**src/bkmi_pkg.sv**
```systemverilog
`timescale 1ns / 1ps
// ----------------------------------------------------------------------------
// bkmi_pkg
// Shared constants, types and helpers of the bilinear kick map interpolator.
// ----------------------------------------------------------------------------
package bkmi_pkg;

    localparam int MAX_COLUMNS = 64;
    localparam int MAX_ROWS    = 64;
    localparam int POS_W       = 32;
    localparam int KICK_W      = 32;
    localparam int COUNT_W     = 7;
    localparam int IDX_W       = 6;
    localparam int MAP_ADDR_W  = 14;
    localparam int WEIGHT_W    = 31;
    localparam int GRID_DEPTH  = 64;
    localparam int MAP_DEPTH   = 16384;

    localparam logic [WEIGHT_W-1:0] WEIGHT_ONE = 31'h4000_0000;
    localparam logic [COUNT_W-1:0]  COUNT_MIN  = 7'd2;
    localparam logic [COUNT_W-1:0]  COUNT_RST  = 7'd64;

    typedef enum logic [1:0] {
        OP_WR_X   = 2'd0,
        OP_WR_Z   = 2'd1,
        OP_WR_MAP = 2'd2,
        OP_QUERY  = 2'd3
    } t_opcode;

    typedef enum logic {
        CFG_COLUMNS = 1'b0,
        CFG_ROWS    = 1'b1
    } t_cfg_index;

    typedef struct packed {
        t_opcode                  op;
        logic [MAP_ADDR_W-1:0]    map_addr;
        logic [IDX_W-1:0]         col;
        logic [IDX_W-1:0]         row;
        logic [KICK_W-1:0]        value;
        logic signed [POS_W-1:0]  px;
        logic signed [POS_W-1:0]  pz;
        logic                     order;
    } t_item;

    function automatic logic [COUNT_W-1:0] clamp_count(
        input logic [COUNT_W-1:0] v,
        input logic [COUNT_W-1:0] top
    );
        logic [COUNT_W-1:0] r;
        if (v < COUNT_MIN) begin
            r = COUNT_MIN;
        end else if (v > top) begin
            r = top;
        end else begin
            r = v;
        end
        return r;
    endfunction

endpackage

```
**src/bkmi_queue.sv**
```systemverilog
`timescale 1ns / 1ps
// ----------------------------------------------------------------------------
// bkmi_queue
// Two-entry queue between the decoding front end and the execution back end.
// ----------------------------------------------------------------------------
module bkmi_queue (
    input  logic            i_clk,
    input  logic            i_rst_n,
    input  logic            i_push,
    input  bkmi_pkg::t_item i_item,
    output logic            o_full,
    input  logic            i_pop,
    output logic            o_valid,
    output bkmi_pkg::t_item o_item
);

    bkmi_pkg::t_item r_mem [2];
    logic            r_wptr;
    logic            r_rptr;
    logic [1:0]      r_count;

    always_ff @(posedge i_clk) begin
        if (!i_rst_n) begin
            r_wptr  <= 1'b0;
            r_rptr  <= 1'b0;
            r_count <= 2'd0;
        end else begin
            if (i_push) begin
                r_wptr <= ~r_wptr;
            end
            if (i_pop) begin
                r_rptr <= ~r_rptr;
            end
            r_count <= r_count + 2'(i_push) - 2'(i_pop);
        end
    end

    always_ff @(posedge i_clk) begin
        if (i_push) begin
            r_mem[r_wptr] <= i_item;
        end
    end

    assign o_item  = r_mem[r_rptr];
    assign o_valid = (r_count != 2'd0);
    assign o_full  = (r_count == 2'd2);

endmodule

```
**config.mk**
```make
export PLATFORM = sky130hd
export DESIGN_NAME = bkmi_queue
export DESIGN_NICKNAME = d
export VERILOG_FILES = /design/src/bkmi_pkg.sv /design/src/bkmi_queue.sv
export SDC_FILE = /design/constraint.sdc
export NUM_CORES = 1
export LEC_CHECK = 0
export BUFFER_PORTS_ARGS = -buffer_cell sky130_fd_sc_hd__buf_2
export CORE_UTILIZATION = 50
export DETAILED_ROUTE_END_ITERATION = 10
export MAX_ROUTING_LAYER = met4
export PLACE_DENSITY = 0.78
export SKIP_CTS_REPAIR_TIMING = 1
export SYNTH_ARGS = -nofsm -noshare
export SYNTH_HDL_FRONTEND = slang
export SYNTH_SLANG_ARGS = --single-unit
```
**constraint.sdc**
```tcl
create_clock -name i_clk -period 7.8 [get_ports i_clk]
set_input_delay 0.78 -clock i_clk [delete_from_list [all_inputs] [get_ports i_clk]]
set_output_delay 0.78 -clock i_clk [all_outputs]
set_load 0.01 [all_outputs]
```
; After elaboration in Yosys (flattened, before gate mapping)
; Memories as Yosys holds them, arrays and structs flattened. A register that Yosys moved wholly into a read port is not among the register bits.
; Index checks and enable logic that the tools add are counted.
[word_totals]
ff_bits = 4
ramBits = 250
input_bits = 129
out_inout_bits = 127
wordCells = 14
mem_count = 1
[memory_table]
columns = memory, words, word_bits, read_ports, rd_ports_with_merged_regs, wr, line_no
row1 = r_mem, 2, 125, 1, 1, 1, bkmi_queue.sv:17  ; bkmi_pkg::t_item r_mem [2];
[op_classes]
n_addsub = 2
n_eq_ne = 1
mux = 4
bitwise_logic = 2
reduce_logical = 1
[ops]
columns = operator, count
row1 = $mux 1, 4
row2 = $add 2x1->2, 1
row3 = $eq 2x2->1 const B, 1
row4 = $not 1->1, 2
row5 = $reduce_bool 2->1, 1
row6 = $sub 2x1->2, 1

; Depth between registers and ports, before layout
[depth]
word_depth = 3
mapped_depth = 6
depth_no_buf = 6

; Worst setup path before layout
; Ideal clock, no wire load.
[synth_timing]
path_kind = input to register
start = input port i_push
end = memory r_mem[0][0] (netlist name) (enable)
setup_time_ns = 0.626
arrival_time_ns = 6.231
required_time_ns = 7.174
setup_slack_ns = 0.943
path_stages = 1
path_buffers = 0
cell_sequence = nor2b_1
[synth_via]
elab_chain_len = 2
[synth_rtl]
columns = item, line_no
row1 = start: declaration, bkmi_queue.sv:9  ; input logic i_push,
row2 = $mux 1, bkmi_queue.sv:39  ; if (i_push) begin
row3 = $mux 1 (implied by the code), bkmi_queue.sv:40  ; r_mem[r_wptr] <= i_item;
row4 = end: declaration, bkmi_queue.sv:17
; Every way passes these cells.

==> impl_metrics.tcl <==
set metrics [dict create \
    status "finished clean" \
    final_common_cell "buf_2" \
    setup_viol 0 \
    clkTransAtPathRegs_ns 0.06 \
    ir_worst_vdd_mv 0.231 \
    htree_levels 1 \
    power_frac_clock_pct 35.8 \
    avgSynthCellArea_um2 23.0 \
    antenna_found_initial 2 \
    internal_power_mw 2.37 \
    area_growth_pct 23.5 \
    die-area_um2 19400 \
    synth-compound-area-share_pct 0.0795 \
    clkSinkCount 255 \
    dp_hpwl_um 11600 \
    vias_per_cell 5.11 \
    swShare_pct 21.4 \
    tightest_slew_ns 1.10 \
    grt_overflow 0 \
    die_x_um 139 \
    wl_per_cell_um 18.8 \
    final_cell_mix "255 x buf_2, 250 x edfxtp_1, 75 x mux2_2" \
    path_max_fanout 67 \
    ant_nets 0 \
    dp_slack_ns 4.53 \
    leakagePower_nw 4.49 \
    fin_crit_sh_pct 48.3 \
    vias 4744 \
    critPathLaunchType "flip-flop" \
    synth-simple-area-share_pct 0.596 \
    gp_congestion 0.748 \
    power_mw 3.01 \
    clockBufferDepth 3 \
    worstPathRequired_ns 7.02 \
    synth_mux_area_share_pct 16.9 \
    numPortBuffers 255 \
    synth_top_family_by_area "multiplexers" \
    ys_types 14 \
    io_pins 256 \
    rsz0062_at_grt "false" \
    drc 0 \
    die_height_um 139 \
    holdCritPathClass "input pin to flip-flop" \
    coreArea_um2 18200 \
    ys_seq_area_share_pct 80.6 \
    placed_area_um2 10900 \
    fillers 1256 \
    slew_headroom_pct 26.6 \
    clock_latency_ns 0.50 \
    fmax_mhz 265 \
    grt_max_degree 69 \
    grt_pass1_vias 5063 \
    drive_above_1_share_pct 59.6 \
    switchingPower_mw 0.643 \
    syn_inst 410 \
    setup_slack_ns 4.03 \
    cts_tree "built" \
    syn_area_um2 9440 \
    path_class "flip-flop to primary output" \
    crit_path_end_kind "primary output" \
    crit_arrival_ns 2.99 \
    finClkSkew_ns 0.0104 \
    p_seq_share_pct 53.6 \
    syn_nets 541 \
    ys_ff_latch 255 \
    drv_cap 0 \
    synth_adder_area_share_pct 0.265 \
    fin_hold_ws_ns 0.460 \
    synth_xor_area_share_pct 0.331 \
    grt_util_all_layers_pct 18.3 \
    power_density_nw_per_um2 258 \
    start_util_pct 51.9 \
    fin_setup_tns_ns 0 \
    share_comb_of_total_power_pct 10.6 \
    fin_area_um2 11700 \
    ys_warn_count 0 \
    numCtsBuffers 25 \
    root_buffer "clkbuf_16" \
    grt_pass1_wl_um 26600 \
    num_rows 49 \
    hold_viol 0 \
    drv_slew 0 \
    nets 813 \
    drt_iter0_drc 189 \
    period_needed_ns 3.77 \
    first_pass_iters 4 \
    drt-total-wl_um 17400 \
]
==> metal layers <==
metal / routed length, um / track usage [%] / up-vias
met5: 0 / - / -
met4: 425 / 5.26 / 0
met3: 1420 / 4.85 / 32
met2: 8320 / 29.7 / 221
met1: 7280 / 22.7 / 2309
li1: - / - / 2182
==> flip-flops by register name, indices dropped and copies added (netlist names), named ones only <==
name / count
r_mem: 250
r_count: 2
r_rptr: 1
r_wptr: 1
==> critical path, cell delays in order (launching register included) <==
cell     delay (ns)
dfxtp_4        0.87
buf_4          0.93
mux2_2         0.43
buf_2          0.14
==> path summary, 6_finish.rpt <==
path / startpoint / endpoint / slack (ns) / cells after the start
setup / recovery: flip-flop / o_item[70] / 4.03 / 3
hold / removal: i_item[34] / r_mem[1][34]$_DFFE_PP_ / 0.46 / 1
setup reg to reg: r_wptr$_SDFFE_PN0P_ / r_mem[1][13]$_DFFE_PP_ / 5.36 / 2
hold reg to reg: r_rptr$_SDFFE_PN0P_ / r_rptr$_SDFFE_PN0P_ / 0.59 / 2
==> kinds of logic (layout without fill, tap and decap cells) <==
kind of cell	count (synthesis)	count (layout)
other	0	2
flip-flops	255	255
AO/OA/AOI/OAI	1	1
XOR/XNOR	2	2
AND/OR/NAND/NOR	9	9
multiplexers	125	125
adder cells (fa/ha/maj)	2	2
buffers and inverters	16	304
==> stage by stage <==
stage | util, % | cells
after floorplan | - | 410
after global placement | 60.1 | 884
after detailed placement | 60.1 | 884
after CTS | 64.0 | 927
after global routing | 64.1 | 929
final | 64.1 | 929
==> area by class of cell <==
cell class	count	area, um^2	share of cell area (%)
inverters	2	7.51	0.0644
multi-input cells	139	1730	14.8
repair buffers	259	1310	11.2
clock inverters	9	62.6	0.536
well taps	229	287	2.46
flip-flops and latches	255	7610	65.3
diodes	2	5.00	0.0429
clock buffers	34	659	5.65
==> cells in the mapped netlist <==
master    number  area [um^2]
inv_1          2         7.51
xor2_1         1         8.76
buf_6          7         78.8
ha_1           2         25.0
nor2b_1        4         25.0
xnor3_1        1         22.5
mux2_2        75          845
and2_1         4         25.0
or2_2          1         6.26
mux2_4        50          751
o21a_1         1         7.51
edfxtp_1     250         7510
buf_2          7         35.0
dfxtp_1        5          100
==> power groups by stage <==
stage	Clock, mW	Sequential, mW	Combinational, mW
after floorplan	0	1.64	0.202
after global placement	0	1.64	0.312
after detailed placement	0	1.65	0.322
after CTS	1.10	1.62	0.324
after global routing	1.15	1.62	0.342
final	1.08	1.62	0.319
Note: power is estimated with default switching activity, not from simulation.
